<file path="config.mk">
export PLATFORM = sky130hd
export DESIGN_NAME = uuencode_line_encoder_core
export DESIGN_NICKNAME = d
export VERILOG_FILES = /design/src/sv/ulenc_pkg.sv /design/src/sv/ulenc_front.sv /design/src/sv/ulenc_cmd_fifo.sv /design/src/sv/ulenc_back.sv /design/src/sv/uuencode_line_encoder_core.sv
export SDC_FILE = /design/constraint.sdc
export NUM_CORES = 1
export LEC_CHECK = 0
export BUFFER_PORTS_ARGS = -buffer_cell sky130_fd_sc_hd__buf_2
export CORE_MARGIN = 2
export CORE_UTILIZATION = 38
export CTS_CLUSTER_DIAMETER = 200
export DETAILED_ROUTE_END_ITERATION = 8
export PLACE_DENSITY = 0.62
export REMOVE_ABC_BUFFERS = 1
export SLEW_MARGIN = 20
export SYNTH_ARGS = -nofsm -noshare
export SYNTH_HDL_FRONTEND = slang
export SYNTH_HIERARCHICAL = 1
export SYNTH_SLANG_ARGS = --single-unit
</file>
<file path="constraint.sdc">
create_clock -name clk_i -period 7.5 [get_ports clk_i]
set_input_delay 0.375 -clock clk_i [delete_from_list [all_inputs] [get_ports clk_i]]
set_output_delay 0.375 -clock clk_i [all_outputs]
set_load 0.01 [all_outputs]
</file>
<file path="src/sv/ulenc_pkg.sv">
// Shared types and constants of the uuencode line encoder.
package ulenc_pkg;

  localparam int SumW  = 20;
  localparam int CfgW  = 6;
  localparam int GrpW  = 24;
  localparam int PendW = 16;

  localparam logic [CfgW-1:0] LinesPerSumReset = 6'd20;

  localparam logic [6:0] CharZero = 7'h60;
  localparam logic [6:0] CharBias = 7'h20;
  localparam logic [6:0] CharCr   = 7'h0D;
  localparam logic [6:0] CharLf   = 7'h0A;

  typedef enum logic {
    KIND_TEXT     = 1'b0,
    KIND_CHECKSUM = 1'b1
  } kind_e;

  typedef struct packed {
    logic [7:0] data_byte;
    logic       last;
  } in_item_t;

  typedef struct packed {
    kind_e             kind;
    logic [6:0]        text_char;
    logic [SumW-1:0]   checksum;
    logic              end_of_run;
  } out_item_t;

  // One processed byte as seen by the character generator.
  typedef struct packed {
    logic             hdr;
    logic             grp_v;
    logic [GrpW-1:0]  grp;
    logic             eol;
    logic [GrpW-1:0]  pad;
    logic             flush;
    logic [SumW-1:0]  sum;
    logic             eor;
  } cmd_t;

  function automatic logic [6:0] enc6(input logic [5:0] v);
    logic [6:0] c;
    if (v == 6'd0) begin
      c = CharZero;
    end else begin
      c = {1'b0, v} + CharBias;
    end
    return c;
  endfunction

endpackage

</file>
<file path="src/sv/ulenc_front.sv">
// Byte front end: line position, grouping, byte sum and zero fill after a last byte.
module ulenc_front #(
  parameter int LINE_BYTES = 45
) (
  input  logic                          clk_i,
  input  logic                          rst_ni,
  input  logic                          in_valid_i,
  output logic                          in_stall_o,
  input  ulenc_pkg::in_item_t           in_data_i,
  input  logic [ulenc_pkg::CfgW-1:0]    lines_per_sum_i,
  input  logic                          full_i,
  output logic                          push_o,
  output ulenc_pkg::cmd_t               cmd_o
);

  localparam int PosW   = $clog2(LINE_BYTES + 1);
  localparam int PadRem = LINE_BYTES % 3;

  logic [PosW-1:0]               pos_q, pos_d;
  logic [1:0]                    r_q, r_d;
  logic [ulenc_pkg::PendW-1:0]   pend_q, pend_d;
  logic [ulenc_pkg::CfgW-1:0]    lc_q, lc_d;
  logic [ulenc_pkg::SumW-1:0]    sum_q, sum_d;
  logic                          fill_q, fill_d;

  logic                          take_in;
  logic                          step;
  logic [7:0]                    byte_v;
  logic                          last_v;
  logic [ulenc_pkg::PendW-1:0]   pend_n;
  logic [ulenc_pkg::SumW-1:0]    sum_n;
  logic [ulenc_pkg::CfgW-1:0]    lc_inc;
  logic [PosW-1:0]               pos_inc;
  logic                          eol;
  logic                          terminal;
  logic                          flush;
  ulenc_pkg::cmd_t               cmd;

  assign in_stall_o = fill_q || full_i;
  assign take_in    = in_valid_i && !in_stall_o;
  assign step       = take_in || (fill_q && !full_i);
  assign byte_v     = fill_q ? 8'h00 : in_data_i.data_byte;
  assign last_v     = take_in && in_data_i.last;

  assign sum_n    = sum_q + {{(ulenc_pkg::SumW-8){1'b0}}, byte_v};
  assign pos_inc  = pos_q + PosW'(1);
  assign eol      = (pos_inc == PosW'(LINE_BYTES));
  assign lc_inc   = lc_q + ulenc_pkg::CfgW'(1);
  assign terminal = eol && (fill_q || last_v);
  // A line count that wraps to zero matches a register value of zero.
  assign flush    = eol && ((lc_inc == lines_per_sum_i) || (terminal && lc_inc != '0));

  always_comb begin
    unique case (r_q)
      2'd0:    pend_n = {8'h00, byte_v};
      2'd1:    pend_n = {pend_q[7:0], byte_v};
      default: pend_n = pend_q;
    endcase
  end

  always_comb begin
    cmd       = '0;
    cmd.hdr   = (pos_q == '0);
    cmd.grp_v = (r_q == 2'd2);
    cmd.grp   = {pend_q, byte_v};
    cmd.eol   = eol;
    if (PadRem == 1) begin
      cmd.pad = {pend_n[7:0], 16'h0000};
    end else begin
      cmd.pad = {pend_n, 8'h00};
    end
    cmd.flush = flush;
    cmd.sum   = sum_n;
    // A last byte that leaves its line open hands the end of run to the final fill byte.
    cmd.eor   = eol || (take_in && !in_data_i.last);
  end

  assign cmd_o  = cmd;
  assign push_o = step && (cmd.hdr || cmd.grp_v || cmd.eol);

  always_comb begin
    pos_d  = pos_q;
    r_d    = r_q;
    pend_d = pend_q;
    lc_d   = lc_q;
    sum_d  = sum_q;
    fill_d = fill_q;
    if (step) begin
      sum_d  = flush ? '0 : sum_n;
      if (eol) begin
        pos_d  = '0;
        r_d    = 2'd0;
        pend_d = '0;
        lc_d   = flush ? '0 : lc_inc;
        fill_d = 1'b0;
      end else begin
        pos_d  = pos_inc;
        r_d    = (r_q == 2'd2) ? 2'd0 : r_q + 2'd1;
        pend_d = pend_n;
        // A last byte that leaves a line open starts the zero fill.
        fill_d = fill_q || last_v;
      end
    end
  end

  always_ff @(posedge clk_i or negedge rst_ni) begin
    if (!rst_ni) begin
      pos_q  <= '0;
      r_q    <= 2'd0;
      pend_q <= '0;
      lc_q   <= '0;
      sum_q  <= '0;
      fill_q <= 1'b0;
    end else begin
      pos_q  <= pos_d;
      r_q    <= r_d;
      pend_q <= pend_d;
      lc_q   <= lc_d;
      sum_q  <= sum_d;
      fill_q <= fill_d;
    end
  end

endmodule

</file>
<file path="src/sv/ulenc_cmd_fifo.sv">
// Four-entry queue of byte commands between the front end and the character generator.
module ulenc_cmd_fifo (
  input  logic             clk_i,
  input  logic             rst_ni,
  input  logic             push_i,
  input  ulenc_pkg::cmd_t  cmd_i,
  input  logic             pop_i,
  output ulenc_pkg::cmd_t  cmd_o,
  output logic             full_o,
  output logic             empty_o
);

  localparam int Depth = 4;
  localparam int PtrW  = $clog2(Depth);

  ulenc_pkg::cmd_t   mem_q [Depth];
  logic [PtrW-1:0]   wr_q, wr_d;
  logic [PtrW-1:0]   rd_q, rd_d;
  logic [PtrW:0]     cnt_q, cnt_d;
  logic              do_push;
  logic              do_pop;

  assign full_o  = (cnt_q == (PtrW+1)'(Depth));
  assign empty_o = (cnt_q == '0);
  assign do_push = push_i && !full_o;
  assign do_pop  = pop_i && !empty_o;
  assign cmd_o   = mem_q[rd_q];

  always_comb begin
    wr_d  = do_push ? wr_q + PtrW'(1) : wr_q;
    rd_d  = do_pop ? rd_q + PtrW'(1) : rd_q;
    cnt_d = cnt_q;
    if (do_push && !do_pop) begin
      cnt_d = cnt_q + (PtrW+1)'(1);
    end else if (do_pop && !do_push) begin
      cnt_d = cnt_q - (PtrW+1)'(1);
    end
  end

  always_ff @(posedge clk_i) begin
    if (do_push) begin
      mem_q[wr_q] <= cmd_i;
    end
  end

  always_ff @(posedge clk_i or negedge rst_ni) begin
    if (!rst_ni) begin
      wr_q  <= '0;
      rd_q  <= '0;
      cnt_q <= '0;
    end else begin
      wr_q  <= wr_d;
      rd_q  <= rd_d;
      cnt_q <= cnt_d;
    end
  end

endmodule

</file>
<file path="src/sv/ulenc_back.sv">
// Character generator: walks the slots of each command and drives the output register.
module ulenc_back #(
  parameter int LINE_BYTES = 45
) (
  input  logic                 clk_i,
  input  logic                 rst_ni,
  input  logic                 empty_i,
  input  ulenc_pkg::cmd_t      cmd_i,
  output logic                 pop_o,
  output logic                 out_valid_o,
  input  logic                 out_stall_i,
  output ulenc_pkg::out_item_t out_data_o
);

  localparam int  NumSlots = 12;
  localparam int  SlotW    = 4;
  localparam logic PadOn   = ((LINE_BYTES % 3) != 0);
  localparam logic [6:0] HdrChar = 7'(32 + LINE_BYTES);

  localparam logic [SlotW-1:0] SlotHdr     = 4'd0;
  localparam logic [SlotW-1:0] SlotGrpLast = 4'd4;
  localparam logic [SlotW-1:0] SlotPadLast = 4'd8;
  localparam logic [SlotW-1:0] SlotCr      = 4'd9;
  localparam logic [SlotW-1:0] SlotLf      = 4'd10;

  logic [SlotW-1:0]     slot_q, slot_d;
  logic                 out_valid_q, out_valid_d;
  ulenc_pkg::out_item_t out_q, out_d;

  logic                 load;
  logic [NumSlots-1:0]  present;
  logic [NumSlots-1:0]  remaining;
  logic [NumSlots-1:0]  rest;
  logic [SlotW-1:0]     cur;
  logic                 is_last;
  logic [ulenc_pkg::GrpW-1:0] word;
  logic [1:0]           digit;
  logic [5:0]           six;

  assign load = !out_valid_q || !out_stall_i;

  assign present = {cmd_i.flush, cmd_i.eol, cmd_i.eol, {4{cmd_i.eol & PadOn}},
                    {4{cmd_i.grp_v}}, cmd_i.hdr};
  assign remaining = present & ~((NumSlots'(1) << slot_q) - NumSlots'(1));

  always_comb begin
    cur = '0;
    for (int i = NumSlots - 1; i >= 0; i--) begin
      if (remaining[i]) begin
        cur = SlotW'(i);
      end
    end
  end

  assign rest    = remaining & ~(NumSlots'(1) << cur);
  assign is_last = (rest == '0);

  always_comb begin
    if (cur <= SlotGrpLast) begin
      word  = cmd_i.grp;
      digit = 2'(cur - 4'd1);
    end else begin
      word  = cmd_i.pad;
      digit = 2'(cur - 4'd5);
    end
  end

  always_comb begin
    unique case (digit)
      2'd0:    six = word[23:18];
      2'd1:    six = word[17:12];
      2'd2:    six = word[11:6];
      default: six = word[5:0];
    endcase
  end

  always_comb begin
    out_valid_d = out_valid_q;
    out_d       = out_q;
    slot_d      = slot_q;
    pop_o       = 1'b0;
    if (load) begin
      out_valid_d = !empty_i;
      if (!empty_i) begin
        out_d            = '0;
        out_d.kind       = ulenc_pkg::KIND_TEXT;
        out_d.end_of_run = is_last && cmd_i.eor;
        priority if (cur == SlotHdr) begin
          out_d.text_char = HdrChar;
        end else if (cur <= SlotPadLast) begin
          out_d.text_char = ulenc_pkg::enc6(six);
        end else if (cur == SlotCr) begin
          out_d.text_char = ulenc_pkg::CharCr;
        end else if (cur == SlotLf) begin
          out_d.text_char = ulenc_pkg::CharLf;
        end else begin
          out_d.kind     = ulenc_pkg::KIND_CHECKSUM;
          out_d.checksum = cmd_i.sum;
        end
        pop_o  = is_last;
        slot_d = is_last ? '0 : cur + SlotW'(1);
      end
    end
  end

  assign out_valid_o = out_valid_q;
  assign out_data_o  = out_q;

  always_ff @(posedge clk_i) begin
    out_q <= out_d;
  end

  always_ff @(posedge clk_i or negedge rst_ni) begin
    if (!rst_ni) begin
      out_valid_q <= 1'b0;
      slot_q      <= '0;
    end else begin
      out_valid_q <= out_valid_d;
      slot_q      <= slot_d;
    end
  end

endmodule

</file>
<file path="src/sv/uuencode_line_encoder_core.sv">
// Usage notes:
// Bytes enter on the input channel (in_valid_i, in_stall_o, in_data_i) and leave as
// uuencoded text on the output channel (out_valid_o, out_stall_i, out_data_o), one
// result per transfer: a length character, four characters per three bytes, CR and LF
// at each line end, and a checksum result after the configured number of lines or
// after a byte marked last. end_of_run flags the final result caused by one byte.
// The lines-per-checksum register is written over cfg_valid_i/cfg_data_i; cfg_ready_o
// is always high. A value of zero means 64 lines.
// With the queue empty, the first result of a byte is registered in a queue entry and
// then in the output register. The output side moves one result per cycle while
// out_stall_i is low, so throughput is set by the character generator. A four-entry
// command queue lets the front end take a byte every cycle while the queue has room
// and no zero fill runs. A byte marked last in mid-line makes the front end insert zero
// bytes to finish the line, one per cycle while the queue has room, with in_stall_o
// held high.
// Reset clears the line position, sums and queue; the register returns to 20.
// While out_stall_i is high the output result holds and the queue fills, after which
// in_stall_o rises.
module uuencode_line_encoder_core #(
  parameter int LINE_BYTES = 45
) (
  input  logic                        clk_i,
  input  logic                        rst_ni,
  input  logic                        in_valid_i,
  output logic                        in_stall_o,
  input  ulenc_pkg::in_item_t         in_data_i,
  output logic                        out_valid_o,
  input  logic                        out_stall_i,
  output ulenc_pkg::out_item_t        out_data_o,
  input  logic                        cfg_valid_i,
  output logic                        cfg_ready_o,
  input  logic [ulenc_pkg::CfgW-1:0]  cfg_data_i
);

  logic [ulenc_pkg::CfgW-1:0] lines_q, lines_d;
  logic                       push;
  logic                       pop;
  logic                       full;
  logic                       empty;
  ulenc_pkg::cmd_t            cmd_in;
  ulenc_pkg::cmd_t            cmd_out;

  assign cfg_ready_o = 1'b1;
  assign lines_d     = (cfg_valid_i && cfg_ready_o) ? cfg_data_i : lines_q;

  always_ff @(posedge clk_i or negedge rst_ni) begin
    if (!rst_ni) begin
      lines_q <= ulenc_pkg::LinesPerSumReset;
    end else begin
      lines_q <= lines_d;
    end
  end

  ulenc_front #(
    .LINE_BYTES(LINE_BYTES)
  ) u_front (
    .clk_i          (clk_i),
    .rst_ni         (rst_ni),
    .in_valid_i     (in_valid_i),
    .in_stall_o     (in_stall_o),
    .in_data_i      (in_data_i),
    .lines_per_sum_i(lines_q),
    .full_i         (full),
    .push_o         (push),
    .cmd_o          (cmd_in)
  );

  ulenc_cmd_fifo u_fifo (
    .clk_i  (clk_i),
    .rst_ni (rst_ni),
    .push_i (push),
    .cmd_i  (cmd_in),
    .pop_i  (pop),
    .cmd_o  (cmd_out),
    .full_o (full),
    .empty_o(empty)
  );

  ulenc_back #(
    .LINE_BYTES(LINE_BYTES)
  ) u_back (
    .clk_i      (clk_i),
    .rst_ni     (rst_ni),
    .empty_i    (empty),
    .cmd_i      (cmd_out),
    .pop_o      (pop),
    .out_valid_o(out_valid_o),
    .out_stall_i(out_stall_i),
    .out_data_o (out_data_o)
  );

endmodule

</file>
==> reports/metrics.yaml, run 1 <==
run_status: "finished clean"
syn_area_sq_um: 17100
rows: 77
antennaDiodeCount: 0
ys.flop_type: "edfxtp_1"
tns_ns: 0
overflow: 0
yosysSeqAreaShare_pct: 66.3
via_per_inst: 5.33
route.detailed.drc: 0
met3_usage_pct: 2.44
max_stage_delay_ns: 0.60
fin_ws_ns: 2.03
syn2layout_area_growth_pct: 12.0
drtPass1Iterations: 5
port_buffers: 50
grt.total_usage_pct: 15.7
grt_start_max_net_pins: 70
cp-end-kind: "register"
wl_per_cell_microns: 20.5
r2r_end: "u_fifo/cnt_q[1]$_DFFE_PN0P_"
drive_above_1_share_pct: 21.2
rr_worst_depth: 22
place_ws_ns: 2.14
syn_inst: 1109
post-dp-hpwl_mm: 21.4
rr_startpoint: "u_back/slot_q[2]$_DFFE_PN0P_"
drt_wl_total_mm: 36.3
start_util_pct: 38.6
hold_start: "cfg_data_i[0]"
hold_class: "in2reg"
timing.fmax_mhz: 183
cts_tree: "yes"
worstSetupPathType: "reg2reg"
ir_drop_uv: 285
clock_skew_ns: 0.0225
tightestPinTransition_ns: 0.952
critPathRequiredTime_ns: 7.91
ys_seq_elements: 390
fillers: 3914
grt.met2_usage_pct: 23.9
rsz0062_at_grt: "no"
p_per_area_nw_per_um2: 436
die_w_microns: 216
grt_pass1_vias: 9538
cts_sinks: 390
synth_area_per_cell_sq_um: 15.5
grt_pass1_wl_mm: 56.6
ff_latch_area_sq_um: 11400
grt.busiest_layer: "met2"
fin_nets: 1193
cts_root_buffer: "clkbuf_16"
drv_cap: 0
antenna_found_initial: 1
ant_nets: 0
dieHeight_microns: 216
path_clk_slew_ns: 0.06
postCtsHoldBufs: 0
hold_viol: 0
startpoint_type: "register"
worstHoldEndpoint: "lines_q[0]$_DFFE_PN0P_"
clk_path_buf_depth: 3
cts_buffers: 40
io-pin-count: 52
cp_cell_sequence: "or4_4 > ha_1 > nand4bb_1 > a21oi_1 > or2_2 > nand2_1 > a21oi_1 > o21ai_0 > a21oi_1 > ha_1 > ha_1 > o21ai_0 > a21oi_1 > o21bai_1 > a222oi_1 > buf_4 > and2_1 > nand2_1 > ha_1 > inv_1 > fa_1 > mux2_2"
worst_path_max_delay_cell: "or4_4"
postCtsResizedCells: 0
synth_edf_count: 321
reg2reg_slack_ns: 2.03
synth_cell_type_count: 82
setup_viol_count_final: 0
slew_violations: 0
synth_async_sr_flop_share_pct: 17.7
period_share_pct: 72.9
die-area_sq_um: 46800
grtUsageMet1_pct: 23.5
cp_max_fo: 11
coreArea_sq_um: 44400
fin_crit_ns: 5.47
worstPathArrival_ns: 5.87
postCtsSetupBuffers: 0
multi_input_area_sq_um: 5260
clock_latency_ns: 0.54
max_slew_margin_pct: 36.4
drt_first_iter_violations: 823
leakagePower_nw: 6.76
place_congestion: 0.819
route.vias.total: 9453
yosysWarnings: 6
holdPathStages: 2
htreeDepth: 2
synth_stat cells, types with 10 or more instances:
| cell | instances | area (sq um) |
|---|---|---|
| buf_6 | 10 | 113 |
| xnor2_1 | 26 | 228 |
| xor2_1 | 15 | 131 |
| a31oi_1 | 11 | 68.8 |
| edfxtp_1 | 321 | 9640 |
| buf_4 | 15 | 113 |
| nor2_1 | 37 | 139 |
| dfrtp_1 | 67 | 1680 |
| nor2b_1 | 11 | 68.8 |
| and2_1 | 29 | 181 |
| buf_2 | 20 | 100 |
| ha_1 | 21 | 263 |
| a21oi_1 | 27 | 135 |
| mux2i_1 | 16 | 160 |
| nand2_1 | 134 | 503 |
| nand3_1 | 22 | 110 |
| o21ai_0 | 57 | 285 |
| mux4_2 | 73 | 1640 |
| mux2_2 | 18 | 203 |
| clkbuf_1 | 23 | 86.3 |
| inv_1 | 24 | 90.1 |
power breakdown:
part	internal [mW]	switching, mW	total, mW	leakage, nW
logic	1.27	1.84	3.11	2.22
clock network	1.20	0.809	2.00	0.649
registers	2.96	0.283	3.24	3.89
worst max path at each step:
stage | depth (start not counted) | end | from | slack [ns]
3_5_place_dp | 22 | u_fifo/cnt_q[1]$_DFFE_PN0P_ | u_back/slot_q[2]$_DFFE_PN0P_ | 2.14
4_1_cts | 22 | u_fifo/cnt_q[1]$_DFFE_PN0P_ | u_back/slot_q[2]$_DFFE_PN0P_ | 2.11
2_1_floorplan | 19 | u_fifo/cnt_q[1]$_DFFE_PN0P_ | u_fifo/rd_q[0]$_DFFE_PN0P_ | 0.45
5_1_grt | 22 | u_fifo/cnt_q[1]$_DFFE_PN0P_ | u_back/slot_q[2]$_DFFE_PN0P_ | 1.74
6_report | 22 | u_fifo/cnt_q[1]$_DFFE_PN0P_ | u_back/slot_q[2]$_DFFE_PN0P_ | 2.03
3_3_place_gp | 22 | u_fifo/cnt_q[1]$_DFFE_PN0P_ | u_back/slot_q[2]$_DFFE_PN0P_ | 2.27
registers in the layout (all words and copies together), names as in the netlist, 4 cells and up:
signal             cells
u_fifo/mem_q         292
u_front/sum_q         20
u_back/slot_q          4
u_back/out_data_o     29
u_front/lc_q           6
u_front/pend_q        16
lines_q                6
u_front/pos_q          6
area by class of cell:
class	instances	area share, %
Inverter	25	0.489
Tap cell	592	3.86
Multi-Input combinational cell	628	27.4
Clock inverter	20	1.09
Clock buffer	54	5.88
Sequential cell	390	59.3
Timing Repair Buffer	66	1.98
cell families after synthesis:
group / after synthesis / synth area share, %
DFF: 390 / 66.3
adders and majority gates: 22 / 1.65
xor gates and xnor gates: 41 / 2.10
other: 2 / 0.0438
muxes: 114 / 12.3
and+or+nand+nor: 279 / 7.94
AOI/OAI and AO/OA: 163 / 6.32
buffers and inverters: 98 / 3.29
placed cells by master, fill, tap and decap left out, types with 4 or more instances in the layout:
cell type | synthesis | layout
nor2b_1 | 11 | 11
a31oi_1 | 11 | 11
nand3_1 | 22 | 22
xnor2_1 | 26 | 26
clkinv_2 | 0 | 7
bufinv_16 | 0 | 4
nand2b_1 | 8 | 8
ha_1 | 21 | 21
or4b_1 | 6 | 6
dfrtp_1 | 67 | 65
mux2_4 | 7 | 7
buf_2 | 20 | 49
a22o_1 | 9 | 9
nand2_1 | 134 | 134
o21ai_1 | 5 | 4
mux2_2 | 18 | 18
o21ai_0 | 57 | 57
a21oi_1 | 27 | 27
clkbuf_1 | 23 | 10
mux4_2 | 73 | 73
inv_1 | 24 | 24
buf_4 | 15 | 15
conb_1 | 2 | 9
nor2_1 | 37 | 35
o31ai_1 | 4 | 4
o211ai_1 | 8 | 8
clkinv_1 | 0 | 6
xor2_1 | 15 | 15
clkbuf_16 | 0 | 43
a2111o_1 | 4 | 4
and2_1 | 29 | 26
edfxtp_1 | 321 | 321
mux2i_1 | 16 | 16
critical path, delay by kind of cell (launching register included):
kind                       cells  cell delay, ns
adders and majority gates      5            1.65
AOI/OAI and AO/OA              8            1.40
and+or+nand+nor                6            1.26
DFF                            1            0.49
buffers and inverters          2            0.29
muxes                          1            0.27
metrics by stage:
step | hold WS, ns | instances | utilization (%) | area (sq um) | power (mW)
4_1_cts | 0.0402 | 1774 | 43.2 | 19200 | 8.42
6_report | 0.0626 | 1775 | 43.2 | 19200 | 8.36
3_5_place_dp | 0.503 | 1700 | 40.2 | 17800 | 6.40
3_3_place_gp | 0.476 | 1700 | 40.2 | 17800 | 6.32
5_1_grt | 0.0519 | 1775 | 43.2 | 19200 | 8.82
2_1_floorplan | 0.0794 | 1043 | - | 16700 | 5.43
metal layers:
metal / part of all wire [%] / vias to the layer above
met2: 45 / 255
met1: 48 / 4848
li1: - / 4311
met3: 5.4 / 39
met4: 1.5 / 0
met5: 0 / -
Note: power is estimated with default switching activity, not from simulation.
==> run 2, diff against run 1 <==
- ABC_AREA: unset -> 1
- clock period: 7.5 -> 5.55 ns (I/O delays scaled with it)
==> run 2 against run 1 <==
Effect of this change:
- global-route usage grew 0.48 points
- die area grew 6.0%
- worst setup slack lost 1.1 ns
- total power grew 47%
- fmax grew 18%
- first-iteration DRC count shrank 1.8%
- register-to-register slack lost 1.1 ns
- sequential power grew 33%
- largest power group is now combinational logic
==> reports/metrics.yaml, run 2 <==
hold_viol: 0  # unchanged
stdcell_area_sq_um: 20500  # +6.9%
drive_above_1_share_pct: 10.8  # -10 points
cp-end-kind: "register"
period_share_pct: 83.7  # +11 points
largest_reg_flops: 292  # unchanged
rows: 80  # +3.9%
setup_viol_count_final: 0  # unchanged
fin_nets: 1850  # +55%
critPathRequiredTime_ns: 5.98  # -1.93 ns
via_per_inst: 4.90  # -7.9%
wl_per_cell_microns: 16.1  # -21%
worstPathArrival_ns: 5.08  # -0.79 ns
postCtsResizedCells: 0  # unchanged
cts_tree: "yes"
reg2reg_slack_ns: 0.91  # -1.13 ns
antennaDiodeCount: 0  # unchanged
place_congestion: 0.867  # +5.9%
drt_first_iter_violations: 808  # -1.8%
antenna_found_initial: 0  # -1
p_int_mw: 7.35  # +35%
overflow: 0  # unchanged
worstSetupPathType: "reg2reg"
leakagePower_nw: 8.80  # +30%
critPathBufInv: 4  # +2
route.vias.total: 12000  # +27%
regMostFlops: "u_fifo/mem_q"
whs_ns: 0.0274  # -0.0352 ns
die-area_sq_um: 49600  # +6.0%
cts_root_buffer: "clkbuf_16"
drtPass1Iterations: 5  # unchanged
fin_crit_ns: 4.64  # -0.824 ns
syn_inst: 1759  # +59%
max_slew_margin_pct: 33.4  # -3.0 points
clk_path_buf_depth: 3  # unchanged
pwr-share-seq_pct: 35.1  # -3.7 points
post-dp-hpwl_mm: 24.2  # +13%
slew_violations: 0  # unchanged
p_switching_mw: 4.97  # +69%
timing.critical_path.mode_cell: "nand2_1"
most-common-layout-cells: "nand2_1 (485), edfxtp_1 (321), inv_1 (309)"
grt_pass1_wl_mm: 63.2  # +12%
rsz0062_at_grt: "no"
synth_cell_type_count: 45  # -45%
ir_drop_uv: 311  # +9.1%
ant_nets: 0  # unchanged
drv_cap: 0  # unchanged
run_status: "finished clean"
synth_top_cell_by_area: "edfxtp_1"
die_w_microns: 223  # +3.0%
start_util_pct: 38.3  # -0.25 points
post_dp_cell_area_sq_um: 18900  # +6.1%
rr_startpoint: "u_back/slot_q[2]$_DFFE_PN0P_"
holdPathStages: 3  # +1
clock_skew_ns: 0.0262  # +0.00370 ns
worstHoldEndpoint: "lines_q[1]$_DFFE_PN0P_"
r2r_end: "u_fifo/cnt_q[1]$_DFFE_PN0P_"
io-pin-count: 52  # unchanged
p_per_area_nw_per_um2: 600  # +38%
dieHeight_microns: 223  # +3.0%
drt_wl_total_mm: 39.5  # +8.6%
cts_sinks: 390  # unchanged
hold_class: "in2reg"
grt.total_usage_pct: 16.2  # +0.48 points
synth_async_sr_flop_share_pct: 17.7  # unchanged
yosysMostFrequentCell: "nand2_1"
synth_edf_count: 321  # unchanged
synthTopCellsByCount: "nand2_1 (485), edfxtp_1 (321), inv_1 (310)"
critPathTopFamily: "simple AND/OR/NAND/NOR gates"
clock_latency_ns: 0.57  # +0.03 ns
yosysSeqAreaShare_pct: 62.5  # -3.8 points
grt_start_max_net_pins: 113  # +61%
place_ws_ns: 1.03  # -1.11 ns
syn_area_sq_um: 18200  # +6.1%
tns_ns: 0  # unchanged
path_clk_slew_ns: 0.06  # about the same
timing.fmax_mhz: 215  # +18%
coreArea_sq_um: 47400  # +6.8%
grt_pass1_vias: 11700  # +22%
max_stage_delay_ns: 0.45  # -0.15 ns
rr_worst_depth: 25  # +14%
finish.utilization_pct: 43.2  # +0.046 points
synth.area.top_cells: "edfxtp_1 (53%), nand2_1 (10%), dfrtp_1 (9.2%), inv_1 (6.4%), o211ai_1 (6.1%)"
cp_max_fo: 6  # -5
layout_commonest_cell: "nand2_1"
route.detailed.drc: 0  # unchanged
htreeDepth: 2  # unchanged
yosysWarnings: 6  # unchanged
clock_power_share_pct: 23.5  # -0.5 points
ys_seq_elements: 390  # unchanged
synth_top_area_share_pct: 53.0  # -3.3 points
startpoint_type: "register"
hold_start: "cfg_valid_i"
synth_area_per_cell_sq_um: 10.3  # -33%
cts_buffers: 42  # +5.0%
syn2layout_area_growth_pct: 12.8
ys.flop_type: "edfxtp_1"
p_comb_share_pct: 41.5  # +4.3 points
swShare_pct: 40.3  # +5.3 points
fin_ws_ns: 0.906  # -1.13 ns
port_buffers: 50  # unchanged
tightestPinTransition_ns: 0.998  # +0.0466 ns
worst_path_max_delay_cell: "dfrtp_1"
[run 2: changes by cell type after synthesis, moves of 22 or more]
cell      before  now
nand2_1      134  485
inv_1         24  310
o211ai_1       8  148
mux4_2        73    0
nand3_1       22   65
and2_1        29    0
nor2_1        37   59
[run 2: final cells by class]
class	instances	area, sq um
Clock buffer	56	1130
Sequential cell	390	11400
Tap cell	615	769
Timing Repair Buffer	78	577
Inverter	321	1210
Clock inverter	21	299
Fill cell	4502	26900
Multi-Input combinational cell	975	5160
[run 2: worst max path at each step]
stage | from | endpoint | slack, ns | cells past startpoint
2_1_floorplan | u_fifo/rd_q[1]$_DFFE_PN0P_ | u_fifo/cnt_q[1]$_DFFE_PN0P_ | -0.40 | 21
3_3_place_gp | u_back/slot_q[2]$_DFFE_PN0P_ | u_fifo/cnt_q[1]$_DFFE_PN0P_ | 1.32 | 25
3_5_place_dp | u_back/slot_q[2]$_DFFE_PN0P_ | u_fifo/cnt_q[1]$_DFFE_PN0P_ | 1.03 | 25
4_1_cts | u_back/slot_q[2]$_DFFE_PN0P_ | u_fifo/cnt_q[1]$_DFFE_PN0P_ | 0.98 | 25
5_1_grt | u_back/slot_q[2]$_DFFE_PN0P_ | u_fifo/cnt_q[1]$_DFFE_PN0P_ | 0.50 | 25
6_report | u_back/slot_q[2]$_DFFE_PN0P_ | u_fifo/cnt_q[1]$_DFFE_PN0P_ | 0.91 | 25
[run 2: what timing repair did]
item	in CTS	in global routing
hold buffers	13	0
setup buffers	0	0
endpoints found under the hold margin	74	0
[run 2: power groups by stage]
stage	Combinational [mW]	Clock (mW)	Sequential, mW
global placement	4.98	0	4.35
finish	5.11	2.89	4.32
floorplan	3.41	0	4.44
global route	5.75	3.08	4.38
CTS	5.10	2.96	4.32
detailed placement	5.07	0	4.38
[run 2: layer usage]
metal	wire, microns	global-route usage [%]	vias up
met5	0	0	-
met3	1900	2.72	62
met4	841	4.42	0
met2	18300	26.2	253
met1	18500	22.5	5800
li1	-	-	5925
[run 2: logic make-up (layout without fill, tap and decap cells)]
kind of cell             Yosys count  in the layout  synth area share, %
AO/OA/AOI/OAI                    252            252                 9.54
adder cells (fa/ha/maj)           22             22                 1.55
buffers and inverters            401            476                 9.50
flip-flops                       390            390                 62.5
AND/OR/NAND/NOR                  674            674                 15.9
XOR/XNOR                          18             18                0.949
other                              2              9               0.0413
[run 2: worst reg2reg max path, delay by kind of cell (launching register included)]
| family | cells | cell delay, ns |
|---|---|---|
| flops | 1 | 0.45 |
| simple gates | 12 | 1.99 |
| compound gates | 5 | 0.56 |
| buf+inv | 4 | 0.40 |
| fa+ha+maj | 4 | 1.12 |
[run 2: stage by stage]
stage / cells / power, mW
after floorplan: 1686 / 7.85
after global placement: 2364 / 9.34
after detailed placement: 2365 / 9.45
after CTS: 2455 / 12.4
after global routing: 2456 / 13.2
final: 2456 / 12.3
